--- config.mk ---
export PLATFORM = sky130hd
export DESIGN_NAME = status_frame_check_button_debounce
export DESIGN_NICKNAME = d
export VERILOG_FILES = /design/src/hw/rtl/sfcbd_pkg.sv /design/src/hw/rtl/sfcbd_frame_check.sv /design/src/hw/rtl/sfcbd_buttons.sv /design/src/hw/rtl/status_frame_check_button_debounce.sv
export SDC_FILE = /design/constraint.sdc
export NUM_CORES = 1
export LEC_CHECK = 0
export ABC_AREA = 1
export CAP_MARGIN = 40
export CORE_MARGIN = 3
export CORE_UTILIZATION = 24
export DETAILED_ROUTE_END_ITERATION = 10
export DONT_BUFFER_PORTS = 1
export SLEW_MARGIN = 15
export SYNTH_ARGS = -nofsm -noshare
export SYNTH_HDL_FRONTEND = slang
export SYNTH_HIERARCHICAL = 1
export SYNTH_SLANG_ARGS = --single-unit
--- constraint.sdc ---
create_clock -name aclk -period 11.63 [get_ports aclk]
set_clock_uncertainty 0.1 [all_clocks]
set_input_delay 0 -clock aclk [delete_from_list [all_inputs] [get_ports aclk]]
set_output_delay 0 -clock aclk [all_outputs]
set_load 0.03 [all_outputs]
--- src/hw/rtl/sfcbd_pkg.sv ---
// Shared types, constants and the ladder decode function for the status frame checker.
`default_nettype none
package sfcbd_pkg;

    localparam int unsigned WORD_W   = 16;
    localparam int unsigned BYTE_W   = 8;
    localparam int unsigned MASK_W   = 4;
    localparam int unsigned COUNT_W  = 32;
    localparam int unsigned CODE_W   = 10;
    localparam int unsigned MV_W     = 14;
    localparam int unsigned PROD_W   = CODE_W + MV_W;
    localparam int unsigned RELOAD_W = 8;

    localparam logic [BYTE_W-1:0]   SUM_GOOD      = 8'hFF;
    localparam logic [WORD_W-1:0]   IDLE_LEVEL    = 16'd60;
    localparam logic [WORD_W-1:0]   ENTER_LEVEL   = 16'd1500;
    localparam logic [WORD_W-1:0]   ENTER_OFFSET  = 16'h07FF;
    localparam logic [WORD_W-1:0]   EXIT_LEVEL    = 16'd720;
    localparam logic [WORD_W-1:0]   LEFT_LEVEL    = 16'd270;
    localparam logic [MASK_W-1:0]   BTN_ENTER     = 4'h1;
    localparam logic [MASK_W-1:0]   BTN_RIGHT     = 4'h2;
    localparam logic [MASK_W-1:0]   BTN_LEFT      = 4'h4;
    localparam logic [MASK_W-1:0]   BTN_EXIT      = 4'h8;
    localparam logic [MV_W-1:0]     BATT_SCALE    = 14'd14180;
    localparam int unsigned         BATT_SHIFT    = 10;
    localparam logic [MV_W-1:0]     BATT_MV_MAX   = 14'd14166;
    localparam logic [RELOAD_W-1:0] RELOAD_RESET  = 8'(50 / 2);

    // Button state update request from the pipeline
    typedef struct packed {
        logic              en;
        logic [WORD_W-1:0] ladder;
    } btn_req_t;

    function automatic logic [MASK_W-1:0] decode_ladder(input logic [WORD_W-1:0] v);
        logic [MASK_W-1:0] mask;
        logic [WORD_W-1:0] rest;
        mask = '0;
        rest = v;
        if (v > ENTER_LEVEL) begin
            mask = mask | BTN_ENTER;
            rest = v - ENTER_OFFSET;
        end
        if (rest > EXIT_LEVEL) begin
            mask = mask | BTN_EXIT;
        end else if (rest > LEFT_LEVEL) begin
            mask = mask | BTN_LEFT;
        end else if (rest > IDLE_LEVEL) begin
            mask = mask | BTN_RIGHT;
        end
        return mask;
    endfunction

endpackage
`default_nettype wire

--- src/hw/rtl/sfcbd_frame_check.sv ---
// Byte-sum checksum of one 13-byte status frame.
`default_nettype none
module sfcbd_frame_check (
    input  wire logic [sfcbd_pkg::WORD_W-1:0] sensor_word_0,
    input  wire logic [sfcbd_pkg::WORD_W-1:0] sensor_word_1,
    input  wire logic [sfcbd_pkg::WORD_W-1:0] sensor_word_2,
    input  wire logic [sfcbd_pkg::WORD_W-1:0] sensor_word_3,
    input  wire logic [sfcbd_pkg::WORD_W-1:0] button_ladder,
    input  wire logic [sfcbd_pkg::WORD_W-1:0] extra_word,
    input  wire logic [sfcbd_pkg::BYTE_W-1:0] checksum,
    output logic                              frame_good
);
    import sfcbd_pkg::*;

    logic [BYTE_W-1:0] sum_a;
    logic [BYTE_W-1:0] sum_b;
    logic [BYTE_W-1:0] sum_c;
    logic [BYTE_W-1:0] sum_all;

    assign sum_a = sensor_word_0[15:8] + sensor_word_0[7:0]
                 + sensor_word_1[15:8] + sensor_word_1[7:0];
    assign sum_b = sensor_word_2[15:8] + sensor_word_2[7:0]
                 + sensor_word_3[15:8] + sensor_word_3[7:0];
    assign sum_c = button_ladder[15:8] + button_ladder[7:0]
                 + extra_word[15:8] + extra_word[7:0];
    assign sum_all = sum_a + sum_b + sum_c + checksum;

    assign frame_good = (sum_all == SUM_GOOD);

endmodule
`default_nettype wire

--- src/hw/rtl/sfcbd_buttons.sv ---
// Ladder noise filter, decoder and debounce counter holding the button state.
`default_nettype none
module sfcbd_buttons (
    input  wire logic                                aclk,
    input  wire logic                                aresetn,
    input  wire sfcbd_pkg::btn_req_t                 req,
    input  wire logic [sfcbd_pkg::RELOAD_W-1:0]      reload,
    output logic      [sfcbd_pkg::MASK_W-1:0]        held
);
    import sfcbd_pkg::*;

    logic [MASK_W-1:0]   held_reg,  held_next;
    logic [WORD_W-1:0]   prev_reg,  prev_next;
    logic [MASK_W-1:0]   cand_reg,  cand_next;
    logic [RELOAD_W-1:0] left_reg,  left_next;
    logic [MASK_W-1:0]   decoded;
    logic                active;

    assign decoded = decode_ladder(req.ladder);
    assign active  = req.en && ((req.ladder > IDLE_LEVEL) || (held_reg != '0));

    always_comb begin
        held_next = held_reg;
        prev_next = prev_reg;
        cand_next = cand_reg;
        left_next = left_reg;
        if (active) begin
            if (req.ladder != prev_reg) begin
                prev_next = req.ladder;
            end else if (decoded != cand_reg) begin
                cand_next = decoded;
                left_next = reload;
            end else if (left_reg != '0) begin
                left_next = left_reg - 1'b1;
            end else begin
                held_next = cand_reg;
            end
        end
    end

    always_ff @(posedge aclk) begin
        if (!aresetn) begin
            held_reg <= '0;
            prev_reg <= '0;
            cand_reg <= '0;
            left_reg <= RELOAD_RESET;
        end else begin
            held_reg <= held_next;
            prev_reg <= prev_next;
            cand_reg <= cand_next;
            left_reg <= left_next;
        end
    end

    assign held = held_reg;

endmodule
`default_nettype wire

--- src/hw/rtl/status_frame_check_button_debounce.sv ---
// Top level: status frame checker with button debounce and battery readout.
//
// Usage: one status frame enters per s_valid/s_ready handshake on the s_
// ports. It lands in an input register; once the result register is empty
// or m_ready is high, the checksum, button update, battery scaling and frame
// counters are computed and written to the result register, which drives the
// m_ ports. Each item yields exactly one result: frame_good, the debounced
// button mask, battery millivolts from the last good frame, and the good and
// bad frame counts after this frame.
// Throughput: one item per cycle while m_ready holds high, set by the single
// compute stage between the input and result registers.
// Stall: while m_ready is low and a result waits, the input register still
// takes one more item; s_ready drops only when both registers are full.
// cfg_data loads the debounce reload value on a cfg_valid/cfg_ready
// handshake (cfg_ready is always high); write it only while idle.
// Reset (aresetn low, synchronous): pipeline empty, counters and button
// state cleared, debounce reload and counter back to 25.
`default_nettype none
module status_frame_check_button_debounce (
    input  wire logic                                aclk,
    input  wire logic                                aresetn,
    input  wire logic                                cfg_valid,
    output logic                                     cfg_ready,
    input  wire logic [sfcbd_pkg::RELOAD_W-1:0]      cfg_data,
    input  wire logic                                s_valid,
    output logic                                     s_ready,
    input  wire logic [sfcbd_pkg::WORD_W-1:0]        s_sensor_word_0,
    input  wire logic [sfcbd_pkg::WORD_W-1:0]        s_sensor_word_1,
    input  wire logic [sfcbd_pkg::WORD_W-1:0]        s_sensor_word_2,
    input  wire logic [sfcbd_pkg::WORD_W-1:0]        s_sensor_word_3,
    input  wire logic [sfcbd_pkg::WORD_W-1:0]        s_button_ladder,
    input  wire logic [sfcbd_pkg::WORD_W-1:0]        s_extra_word,
    input  wire logic [sfcbd_pkg::BYTE_W-1:0]        s_checksum,
    output logic                                     m_valid,
    input  wire logic                                m_ready,
    output logic                                     m_frame_good,
    output logic      [sfcbd_pkg::MASK_W-1:0]        m_button_mask,
    output logic      [sfcbd_pkg::MV_W-1:0]          m_battery_millivolts,
    output logic      [sfcbd_pkg::COUNT_W-1:0]       m_good_frames,
    output logic      [sfcbd_pkg::COUNT_W-1:0]       m_bad_frames
);
    import sfcbd_pkg::*;

    logic                in_valid_reg;
    logic [WORD_W-1:0]   in_sw0_reg, in_sw1_reg, in_sw2_reg, in_sw3_reg;
    logic [WORD_W-1:0]   in_ladder_reg, in_extra_reg;
    logic [BYTE_W-1:0]   in_check_reg;

    logic                out_valid_reg;
    logic                out_good_reg;
    logic [MV_W-1:0]     out_mv_reg;
    logic [CODE_W-1:0]   code_reg,  code_next;
    logic [COUNT_W-1:0]  good_count_reg, bad_count_reg;
    logic [RELOAD_W-1:0] reload_reg;

    logic                advance;
    logic                frame_good;
    logic [PROD_W-1:0]   batt_prod;
    logic [MASK_W-1:0]   held;
    btn_req_t            btn_req;

    assign advance   = in_valid_reg && (!out_valid_reg || m_ready);
    assign s_ready   = !in_valid_reg || advance;
    assign cfg_ready = 1'b1;

    sfcbd_frame_check u_check (
        .sensor_word_0 (in_sw0_reg),
        .sensor_word_1 (in_sw1_reg),
        .sensor_word_2 (in_sw2_reg),
        .sensor_word_3 (in_sw3_reg),
        .button_ladder (in_ladder_reg),
        .extra_word    (in_extra_reg),
        .checksum      (in_check_reg),
        .frame_good    (frame_good)
    );

    assign btn_req.en     = advance && frame_good;
    assign btn_req.ladder = in_ladder_reg;

    sfcbd_buttons u_buttons (
        .aclk    (aclk),
        .aresetn (aresetn),
        .req     (btn_req),
        .reload  (reload_reg),
        .held    (held)
    );

    assign code_next = frame_good ? in_extra_reg[CODE_W-1:0] : code_reg;
    assign batt_prod = PROD_W'(code_next) * PROD_W'(BATT_SCALE);

    // Input register
    always_ff @(posedge aclk) begin
        if (!aresetn) begin
            in_valid_reg <= 1'b0;
        end else if (s_ready) begin
            in_valid_reg <= s_valid;
        end
    end

    always_ff @(posedge aclk) begin
        if (s_valid && s_ready) begin
            in_sw0_reg    <= s_sensor_word_0;
            in_sw1_reg    <= s_sensor_word_1;
            in_sw2_reg    <= s_sensor_word_2;
            in_sw3_reg    <= s_sensor_word_3;
            in_ladder_reg <= s_button_ladder;
            in_extra_reg  <= s_extra_word;
            in_check_reg  <= s_checksum;
        end
    end

    // Result register and frame state
    always_ff @(posedge aclk) begin
        if (!aresetn) begin
            out_valid_reg  <= 1'b0;
            out_good_reg   <= 1'b0;
            out_mv_reg     <= '0;
            code_reg       <= '0;
            good_count_reg <= '0;
            bad_count_reg  <= '0;
        end else begin
            if (advance) begin
                out_valid_reg <= 1'b1;
                out_good_reg  <= frame_good;
                out_mv_reg    <= batt_prod[PROD_W-1:BATT_SHIFT];
                code_reg      <= code_next;
                if (frame_good) begin
                    good_count_reg <= good_count_reg + 1'b1;
                end else begin
                    bad_count_reg <= bad_count_reg + 1'b1;
                end
            end else if (m_ready) begin
                out_valid_reg <= 1'b0;
            end
        end
    end

    always_ff @(posedge aclk) begin
        if (!aresetn) begin
            reload_reg <= RELOAD_RESET;
        end else if (cfg_valid && cfg_ready) begin
            reload_reg <= cfg_data;
        end
    end

    assign m_valid              = out_valid_reg;
    assign m_frame_good         = out_good_reg;
    assign m_button_mask        = held;
    assign m_battery_millivolts = out_mv_reg;
    assign m_good_frames        = good_count_reg;
    assign m_bad_frames         = bad_count_reg;

    // Every item moved to the result register bumps exactly one counter
    a_one_count: assert property (@(posedge aclk) disable iff (!aresetn)
        advance |=> COUNT_W'(good_count_reg + bad_count_reg)
                    == COUNT_W'($past(good_count_reg + bad_count_reg) + 1'b1))
        else $error("frame counters did not advance by one");

    // Bad frames leave buttons and battery untouched
    a_bad_frame_hold: assert property (@(posedge aclk) disable iff (!aresetn)
        (advance && !frame_good) |=> ($stable(held) && $stable(code_reg)))
        else $error("bad frame changed button or battery state");

    // Decoder gives at most one of right, left, exit
    a_mask_shape: assert property (@(posedge aclk) disable iff (!aresetn)
        $countones(held[MASK_W-1:1]) <= 1)
        else $error("button mask holds more than one ladder button");

    a_mv_range: assert property (@(posedge aclk) disable iff (!aresetn)
        out_mv_reg <= BATT_MV_MAX)
        else $error("battery millivolts out of range");

    // Input side only blocks when both stages are full and output stalls
    a_ready: assert property (@(posedge aclk) disable iff (!aresetn)
        !s_ready |-> (in_valid_reg && out_valid_reg && !m_ready))
        else $error("input stalled without a full pipeline");

endmodule
`default_nettype wire
Word-level counts from Yosys, hierarchy flattened
Cells that the tools add are included.
- register bits after elaboration: 235
- input port bits: 117
- output and inout bits: 86
- logic and storage cells: 77
- add/sub/neg operators: 16
- $mul: 1
- $lt $le $gt $ge: 5
- equal/unequal tests: 3
- mux-type cells: 10
- bitwise gates (word level): 4
- reductions and logical operators: 19
- operator list (kind ; number):
    $add 8x8->8 ; 12
    $add 32x1->32 const B ; 2
    $gt 16x6->1 const B ; 2
    $mul 10x12->22 const B ; 1
    $gt 16x10->1 const B ; 1
    $gt 16x11->1 const B ; 1
    $gt 16x9->1 const B ; 1
    $mux 16 ; 1
    $mux 8 ; 2
    $ne 16x16->1 ; 1
    $sub 16x11->16 const B ; 1
    $mux 10 ; 1
    $eq 8x8->1 const B ; 1
    $mux 4 ; 2
    $reduce_bool 8->1 ; 1
    $sub 8x1->8 const B ; 1
    $reduce_and 2->1 ; 3
    $reduce_and 3->1 ; 2
    $logic_and 1x1->1 ; 4
    $ne 4x4->1 ; 1
    $not 1->1 ; 4
    $reduce_and 4->1 ; 1
    $reduce_bool 2->1 ; 2
    $reduce_bool 4->1 ; 1
    other kinds (4) ; 9

Depth between registers and ports, before layout
Gate-level depths: netlist of run 1.
- depth after elaboration: 10
- mapped depth: 47
- mapped depth without buffers: 46

Cells and area by module
Netlist of run 1, hierarchy kept.
- modules (own cells, without submodules) (module ; instances ; cells an instance ; area an instance (um^2) ; seq. area each (um^2)):
    status_frame_check_button_debounce ; 1 ; 1112 ; 10393.7 ; 5104.9
    sfcbd_buttons ; 1 ; 432 ; 2582.5 ; 640.6
    sfcbd_frame_check ; 1 ; 252 ; 2264.7 ; 0.0

Worst setup path before layout of run 1
Ideal clock, no wire load.
- kind: register -> register
- start: register in_sw0_reg[2]
- end: register out_mv_reg[12], in the netlist m_battery_millivolts[12]
- setup time: 0.117 ns
- data arrival time: 8.715 ns
- data required time: 11.413 ns
- setup slack: 2.698 ns
- stages on the path, launching flop included: 37
- path buffers: 1
- period minus slack after synthesis: 8.932 ns
- cell sequence: edfxtp_1 > fa_1 > inv_1 > fa_1 > fa_1 > fa_1 > inv_1 > fa_1 > ha_1 > fa_1 > nand4_1 > nand3b_1 > a21oi_1 > nor3b_1 > nand2_1 > nor2_2 > buf_4 > inv_2 > or2_2 > o21ai_0 > inv_1 > fa_1 > inv_1 > fa_1 > inv_1 > fa_1 > fa_1 > ha_1 > ha_1 > a21oi_1 > inv_1 > a31oi_1 > nor2_1 > nor2_1 > a21oi_1 > nor2_1 > nor2_1
- cells in the longest elaborated chain, start to end: 9
- RTL lines (what ; RTL line ; source):
    start, declared ; status_frame_check_button_debounce.sv:45 ; logic [WORD_W-1:0] in_sw0_reg, in_sw1_reg, in_sw2_reg, in_sw3_reg;
    start signal, assigned ; status_frame_check_button_debounce.sv:102 ; in_sw0_reg <= s_sensor_word_0;
    $add 8x8->8 ; sfcbd_frame_check.sv:20 ; assign sum_a = sensor_word_0[15:8] + sensor_word_0[7:0]
    $add 8x8->8 (2 in series) ; sfcbd_frame_check.sv:21 ; + sensor_word_1[15:8] + sensor_word_1[7:0];
    $add 8x8->8 (3 in series) ; sfcbd_frame_check.sv:26 ; assign sum_all = sum_a + sum_b + sum_c + checksum;
    $eq 8x8->1 ; sfcbd_frame_check.sv:28 ; assign frame_good = (sum_all == SUM_GOOD);
    named net frame_good ; status_frame_check_button_debounce.sv:57 ; logic frame_good;
    $mux 10 ; status_frame_check_button_debounce.sv:88 ; assign code_next = frame_good ? in_extra_reg[CODE_W-1:0] : code_reg;
    named net code_next[7] ; status_frame_check_button_debounce.sv:52 ; logic [CODE_W-1:0] code_reg, code_next;
    $mul 10x12->22 ; status_frame_check_button_debounce.sv:89 ; assign batt_prod = PROD_W'(code_next) * PROD_W'(BATT_SCALE);
    end signal, assigned ; status_frame_check_button_debounce.sv:125 ; out_mv_reg <= batt_prod[PROD_W-1:BATT_SHIFT];
    end, declared ; status_frame_check_button_debounce.sv:51 ; logic [MV_W-1:0] out_mv_reg;
The timed path passes the listed nets, and every way through them passes these cells.
A chain may end at the register's enable or synchronous reset.

Worst setup path after layout of run 1
- start: register in_ladder_reg[2]
- end: register out_mv_reg[7], in the netlist m_battery_millivolts[7]
- cells in the longest elaborated chain, start to end: 8
- RTL lines (what ; RTL line ; source):
    start, declared ; status_frame_check_button_debounce.sv:46 ; logic [WORD_W-1:0] in_ladder_reg, in_extra_reg;
    start signal, assigned ; status_frame_check_button_debounce.sv:106 ; in_ladder_reg <= s_button_ladder;
    $add 8x8->8 ; sfcbd_frame_check.sv:24 ; assign sum_c = button_ladder[15:8] + button_ladder[7:0]
    $add 8x8->8 (2 in series) ; sfcbd_frame_check.sv:25 ; + extra_word[15:8] + extra_word[7:0];
    $add 8x8->8 (2 in series) ; sfcbd_frame_check.sv:26 ;
    $eq 8x8->1 ; sfcbd_frame_check.sv:28 ;
    named net frame_good ; status_frame_check_button_debounce.sv:57 ;
    $mux 10 ; status_frame_check_button_debounce.sv:88 ;
    named net code_next[6] ; status_frame_check_button_debounce.sv:52 ;
    $mul 10x12->22 ; status_frame_check_button_debounce.sv:89 ;
The timed path passes the listed nets, and every way through them passes these cells.

==> flow_summary.toml, run 1 <==
[routing]
drc = 0
first_iter_violations = 715
drt_pass1_iterations = 5
total_number_of_vias = 12500
post_detailed_route_count_of_antenna_violating_nets = 0
vias_per_cell = 4.34
postRouteWirelength_mm = 44.3
wire_per_inst_um = 15.3

[final_layout]
layout.nets = 2334
final-instance-count-excl-fill = 2894
final_util_pct = 31.4
n_fill_cell = 6348
final_standard_cell_area_without_fillers_um2 = 19600
post_route_cells_drive_above_1_share_pct = 4.77
syn2layout_area_growth_pct = 28.4

[place]
io_buffers = 0
finalWeightedCongestion = 0.851
dp_hpwl_mm = 30.8
post_dp_cell_area_um2 = 16200
placed_cells = 2599

[yosys]
synthesis.instances = 1796
synth.net_count = 2098
synth_flop_cell = "dfxtp_1"
synth_area_um2 = 15200
synth_area_per_cell_um2 = 8.49
post_synth_num_cell_types = 56
number_of_synthesized_flops_with_an_enable_pin = 104
yosys_register_bits = 235
synth_top_area_share_pct = 20.5
synth_area_leaders = "edfxtp_1, dfxtp_1, fa_1, nand2_1, inv_1"
synth_area_leader_cell = "edfxtp_1"
synth_seq_area_share_pct = 37.7
yosysWarnings = 6
async_reset_ff_share_pct = 0

[pwr]
static_leakage_nw = 8.31
pwr_per_cell_area_nw_per_um2 = 227
seqPwrFrac_pct = 22.6
ir_drop_mv = 0.174
clock_power_share_pct = 21.6
switchingPower_w = 0.00198
sw_frac_of_total_pct = 44.7
pwr-share-comb_pct = 55.8
p_total_w = 0.00443
p_int_w = 0.00245

[timing]
timing.final.crit_share_pct = 88.6
fin_crit_ns = 10.31
fin_tns_setup_ns = 0
setup-violations-final = 0
tightestPinTransition_ns = 0.846
grt_setup_unrepaired = "no"
slew_headroom_pct = 43.6
finalHoldViolCount = 0
report.final.slew_viol_count = 0
max_freq_mhz = 97.0

[global_routing]
antenna_found_initial = 2
first_global_vias = 13000
grt_overflow = 0
grt_overall_usage_pct = 13.2
grt_pass1_wl_mm = 70.9
largest_net_degree_at_the_start_of_global_routing = 82

[critical_path]
critPathCaptureType = "register"
path_max_fanout = 18
kind_of_launch_point_of_the_worst_setup_path = "register"
data_required_time_of_the_critical_path_ns = 12.02
slowest_stage_cell_crit_path = "nor2_2"
slowest_delay_ns = 0.65
worst-endpoint-arrival_ns = 10.69
setup.worst_path.class = "reg2reg"
cpMostUsedCell = "fa_1"

[flow_run]
drv_cap = 0

[clocking]
maximum_clock_insertion_buffer_count = 3
cts.sinks = 235
tritoncts.num_buffers = 30
cts_tree = "built"
htree_num_levels = 1
clk_root_buffer_cell = "clkbuf_16"
clkLatencyLatePin_ns = 0.59
cts.clk_slew.worst_paths_ns = 0.07
cts_resized = 0

[outcome]
run_status = "finished clean"

[floorplanning]
chipWidth_um = 258
core-area_um2 = 62300
die_height_um = 258
top_ports = 203
start_util_pct = 24.5
rows = 91
floorplan.die_area_um2 = 66600

[worst_hold_path]
hold_class = "in2reg"
[path summary, 6_finish.rpt]
path	start	end	slack, ns	depth (start not counted)
worst max-delay path	in_ladder_reg[2]	m_battery_millivolts[7]	1.32	35
worst min register to register	code_reg[4]	code_reg[4]	0.35	2
worst max register to register	in_ladder_reg[2]	m_battery_millivolts[7]	1.32	35
worst min-delay path	cfg_valid	reload_reg[1]	0.06	3
[layout make-up]
class / instances / area, um2 / area share, %
multi-input cells: 1228 / 8200 / 41.9
flip-flops and latches: 235 / 5750 / 29.4
repair buffers: 244 / 2460 / 12.6
inverters: 293 / 1100 / 5.63
well taps: 837 / 1050 / 5.35
clock buffers: 35 / 800 / 4.09
clock inverters: 20 / 210 / 1.07
diodes: 2 / 5.00 / 0.0256
[cells in the final DEF, fill, tap and decap left out, types with 8 or more instances in the layout]
master,n
nand2_1,364
inv_1,284
dlygate4sd3_1,237
nor2_1,170
dfxtp_1,131
fa_1,108
a21oi_1,104
edfxtp_1,104
nand3_1,93
o21ai_0,81
ha_1,77
nor3_1,44
xnor2_1,36
nand4_1,35
xor2_1,31
clkbuf_16,30
nand3b_1,10
nand2_2,9
nor4_1,8
[kinds of logic after synthesis]
group                    count (synthesis)  synth area share [%]
buffers and inverters                  333                  8.51
AND/OR/NAND/NOR                        761                  21.9
XOR/XNOR                                67                  3.85
adder cells (fa/ha/maj)                185                  20.5
AO/OA/AOI/OAI                          214                  7.51
other                                    1                0.0246
flip-flops                             235                  37.7
[power by group through the flow]
stage	logic [W]	clock network, W	registers, W
final	0.00247	0.000959	0.00100
after global routing	0.00288	0.00102	0.00101
after CTS	0.00246	0.000988	0.00100
after detailed placement	0.00237	0	0.00102
after global placement	0.00236	0	0.00102
after floorplan	0.00187	0	0.000994
[critical path: cells and delay by family, from the launching register on]
| family | cells | cell delay, ns |
|---|---|---|
| adders and majority gates | 13 | 6.01 |
| buffers and inverters | 7 | 0.69 |
| DFF | 1 | 0.55 |
| and+or+nand+nor | 10 | 1.84 |
| AOI/OAI and AO/OA | 5 | 1.02 |
[cell usage after synthesis (9+ instances only)]
cell type,number
a21oi_1,104
clkbuf_1,24
dfxtp_1,131
edfxtp_1,104
fa_1,108
ha_1,77
inv_1,285
nand2_1,364
nand2_2,9
nand3_1,93
nand3b_1,10
nand4_1,35
nor2_1,170
nor3_1,44
o21ai_0,81
xnor2_1,36
xor2_1,31
[metrics by stage]
| stage | hold slack [ns] | setup WS [ns] |
|---|---|---|
| floorplan | -0.00113 | 2.70 |
| global placement | -0.00107 | 1.44 |
| detailed placement | -0.00108 | 1.37 |
| CTS | 0.00147 | 1.33 |
| global route | 0.0543 | 0.678 |
| finish | 0.0556 | 1.32 |
[layer usage]
| metal | vias to the layer above | wire, um | GRT usage [%] |
|---|---|---|---|
| met5 | - | 0 | 0 |
| met4 | 0 | 1550 | 5.10 |
| met3 | 89 | 2490 | 2.84 |
| met2 | 288 | 21500 | 23.1 |
| met1 | 5913 | 18700 | 15.9 |
| li1 | 6258 | - | - |
[repair_timing]
| item | in CTS | in global routing |
|---|---|---|
| hold buffers | 238 | 0 |
| endpoints found under the hold margin | 279 | 0 |
| setup buffers | 0 | 0 |
| endpoints found under the setup margin | 0 | 0 |
(Power assumes the default switching activity.)
==> run 2: changes to the inputs <==
==> constraint.sdc (replaced) <==
create_clock -name aclk -period 11.63 [get_ports aclk]
set_clock_uncertainty 0.1 [all_clocks]
set_input_delay 1.163 -clock aclk [delete_from_list [all_inputs] [get_ports aclk]]
set_output_delay 1.163 -clock aclk [all_outputs]
set_load 0.03 [all_outputs]
==> flow_summary.toml, run 2 (synthesis gave the netlist of run 1 again) <==
[floorplanning]
rows = 91
die_height_um = 258
start_util_pct = 24.5
chipWidth_um = 258
core-area_um2 = 62300
top_ports = 203
floorplan.die_area_um2 = 66600

[final_layout]
layout.nets = 2096
multi_input_area_um2 = 8200
n_fill_cell = 6634
post_route_cells_drive_above_1_share_pct = 5.28
layout_commonest_cell = "nand2_1"
syn2layout_area_growth_pct = 13.0
final_cell_mix = "nand2_1, inv_1, nor2_1, dfxtp_1, fa_1"
final_util_pct = 27.7
sequential_cell_area_um2 = 5750

[critical_path]
data_required_time_of_the_critical_path_ns = 12.01
slowest_stage_cell_crit_path = "nor2_2"
worst-path-buf-inv = 7
cpMostUsedCell = "fa_1"
worst-endpoint-arrival_ns = 10.59
setup.worst_path.class = "reg2reg"
slowest_delay_ns = 0.66
critPathCaptureType = "register"
path_max_fanout = 18
kind_of_launch_point_of_the_worst_setup_path = "register"
path_delay_family = "adder cells"

[clocking]
hold_buffer_count_at_cts = 0
tritoncts.num_buffers = 30
cts.clk_slew.worst_paths_ns = 0.06
clk_root_buffer_cell = "clkbuf_16"
cts_resized = 0
maximum_clock_insertion_buffer_count = 3
cts_tree = "built"
clkLatencyLatePin_ns = 0.60
cts.repair_timing.setup_buffer_count = 0
cts.sinks = 235
htree_num_levels = 1

[routing]
total_number_of_vias = 11400
wire_per_inst_um = 15.2
drc = 0
post_detailed_route_count_of_antenna_violating_nets = 0
postRouteWirelength_mm = 40.3
drt_pass1_iterations = 5
first_iter_violations = 679
vias_per_cell = 4.29

[pwr]
static_leakage_nw = 7.34
pwr_per_cell_area_nw_per_um2 = 254
ir_drop_mv = 0.189

[outcome]
run_status = "finished clean"

[global_routing]
antenna_found_initial = 6
grt_pass1_wl_mm = 63.6
grt_overflow = 0
largest_net_degree_at_the_start_of_global_routing = 82
grt_overall_usage_pct = 12.0
first_global_vias = 11400

[timing]
slew_headroom_pct = 42.5
fin_crit_ns = 10.21
report.final.slew_viol_count = 0
finalHoldViolCount = 0
fin_hold_ws_ns = 0.345
grt_setup_unrepaired = "no"
tightestPinTransition_ns = 0.861
final_critical_path_setup_slack_ns = 1.42
fin_tns_setup_ns = 0
max_freq_mhz = 97.9
timing.final.crit_share_pct = 87.8
setup-violations-final = 0

[worst_hold_path]
hold_class = "reg2reg"

[place]
finalWeightedCongestion = 0.841
io_buffers = 0
place_worst_setup_slack_ns = 1.42
dp_hpwl_mm = 31.0

[flow_run]
drv_cap = 0
run 2: cell types whose count changed in the layout (fill, tap and decap cells not counted), moves of 2 or more:
cell,before,now
dlygate4sd3_1,237,0
clkinvlp_4,3,1
bufinv_16,3,5
clkinv_1,3,6
clkinv_2,6,4
run 2: final timing paths:
kind / end / cells after the start / from / slack [ns]
worst max-delay path: m_battery_millivolts[9] / 37 / in_ladder_reg[2] / 1.42
worst min-delay path: code_reg[2] / 2 / code_reg[2] / 0.34
worst max register to register: m_battery_millivolts[9] / 37 / in_ladder_reg[2] / 1.42
worst min register to register: code_reg[2] / 2 / code_reg[2] / 0.34
run 2: stage by stage:
stage | power [W] | cell area (um2) | instances
floorplan | 0.00286 | 15200 | 1796
CTS | 0.00445 | 17200 | 2655
global route | 0.00484 | 17200 | 2657
global placement | 0.00338 | 16100 | 2597
detailed placement | 0.00340 | 16200 | 2599
finish | 0.00437 | 17200 | 2657
run 2: routing by layer:
layer  vias up  wire (um)  track usage (%)
li1       5777          -                -
met2       198      19400             20.5
met1      5356      17500             14.9
met5         -         41                0
met4         6       1050             3.37
met3        60       2320             3.02
run 2: layout make-up:
class                      instances  share of cell area (%)
multi-input combinational       1228                    47.6
clock buffer                      34                    4.69
antenna                            2                  0.0291
timing repair buffer               6                   0.334
sequential                       235                    33.4
clock inverter                    22                    1.51
inverter                         293                    6.40
tap                              837                    6.08
run 2: worst min-delay path, stage by stage, from the launching register on:
cell,delay (ns)
dfxtp_1,0.30
inv_1,0.05
a21oi_1,0.05
run 2: where the power goes:
| part | leakage, nW | switching [W] | internal (W) |
|---|---|---|---|
| sequential | 2.08 | 0.0000841 | 0.000916 |
| clock | 0.524 | 0.000402 | 0.000611 |
| combinational | 4.73 | 0.00145 | 0.000914 |
| total | 7.34 | 0.00193 | 0.00244 |
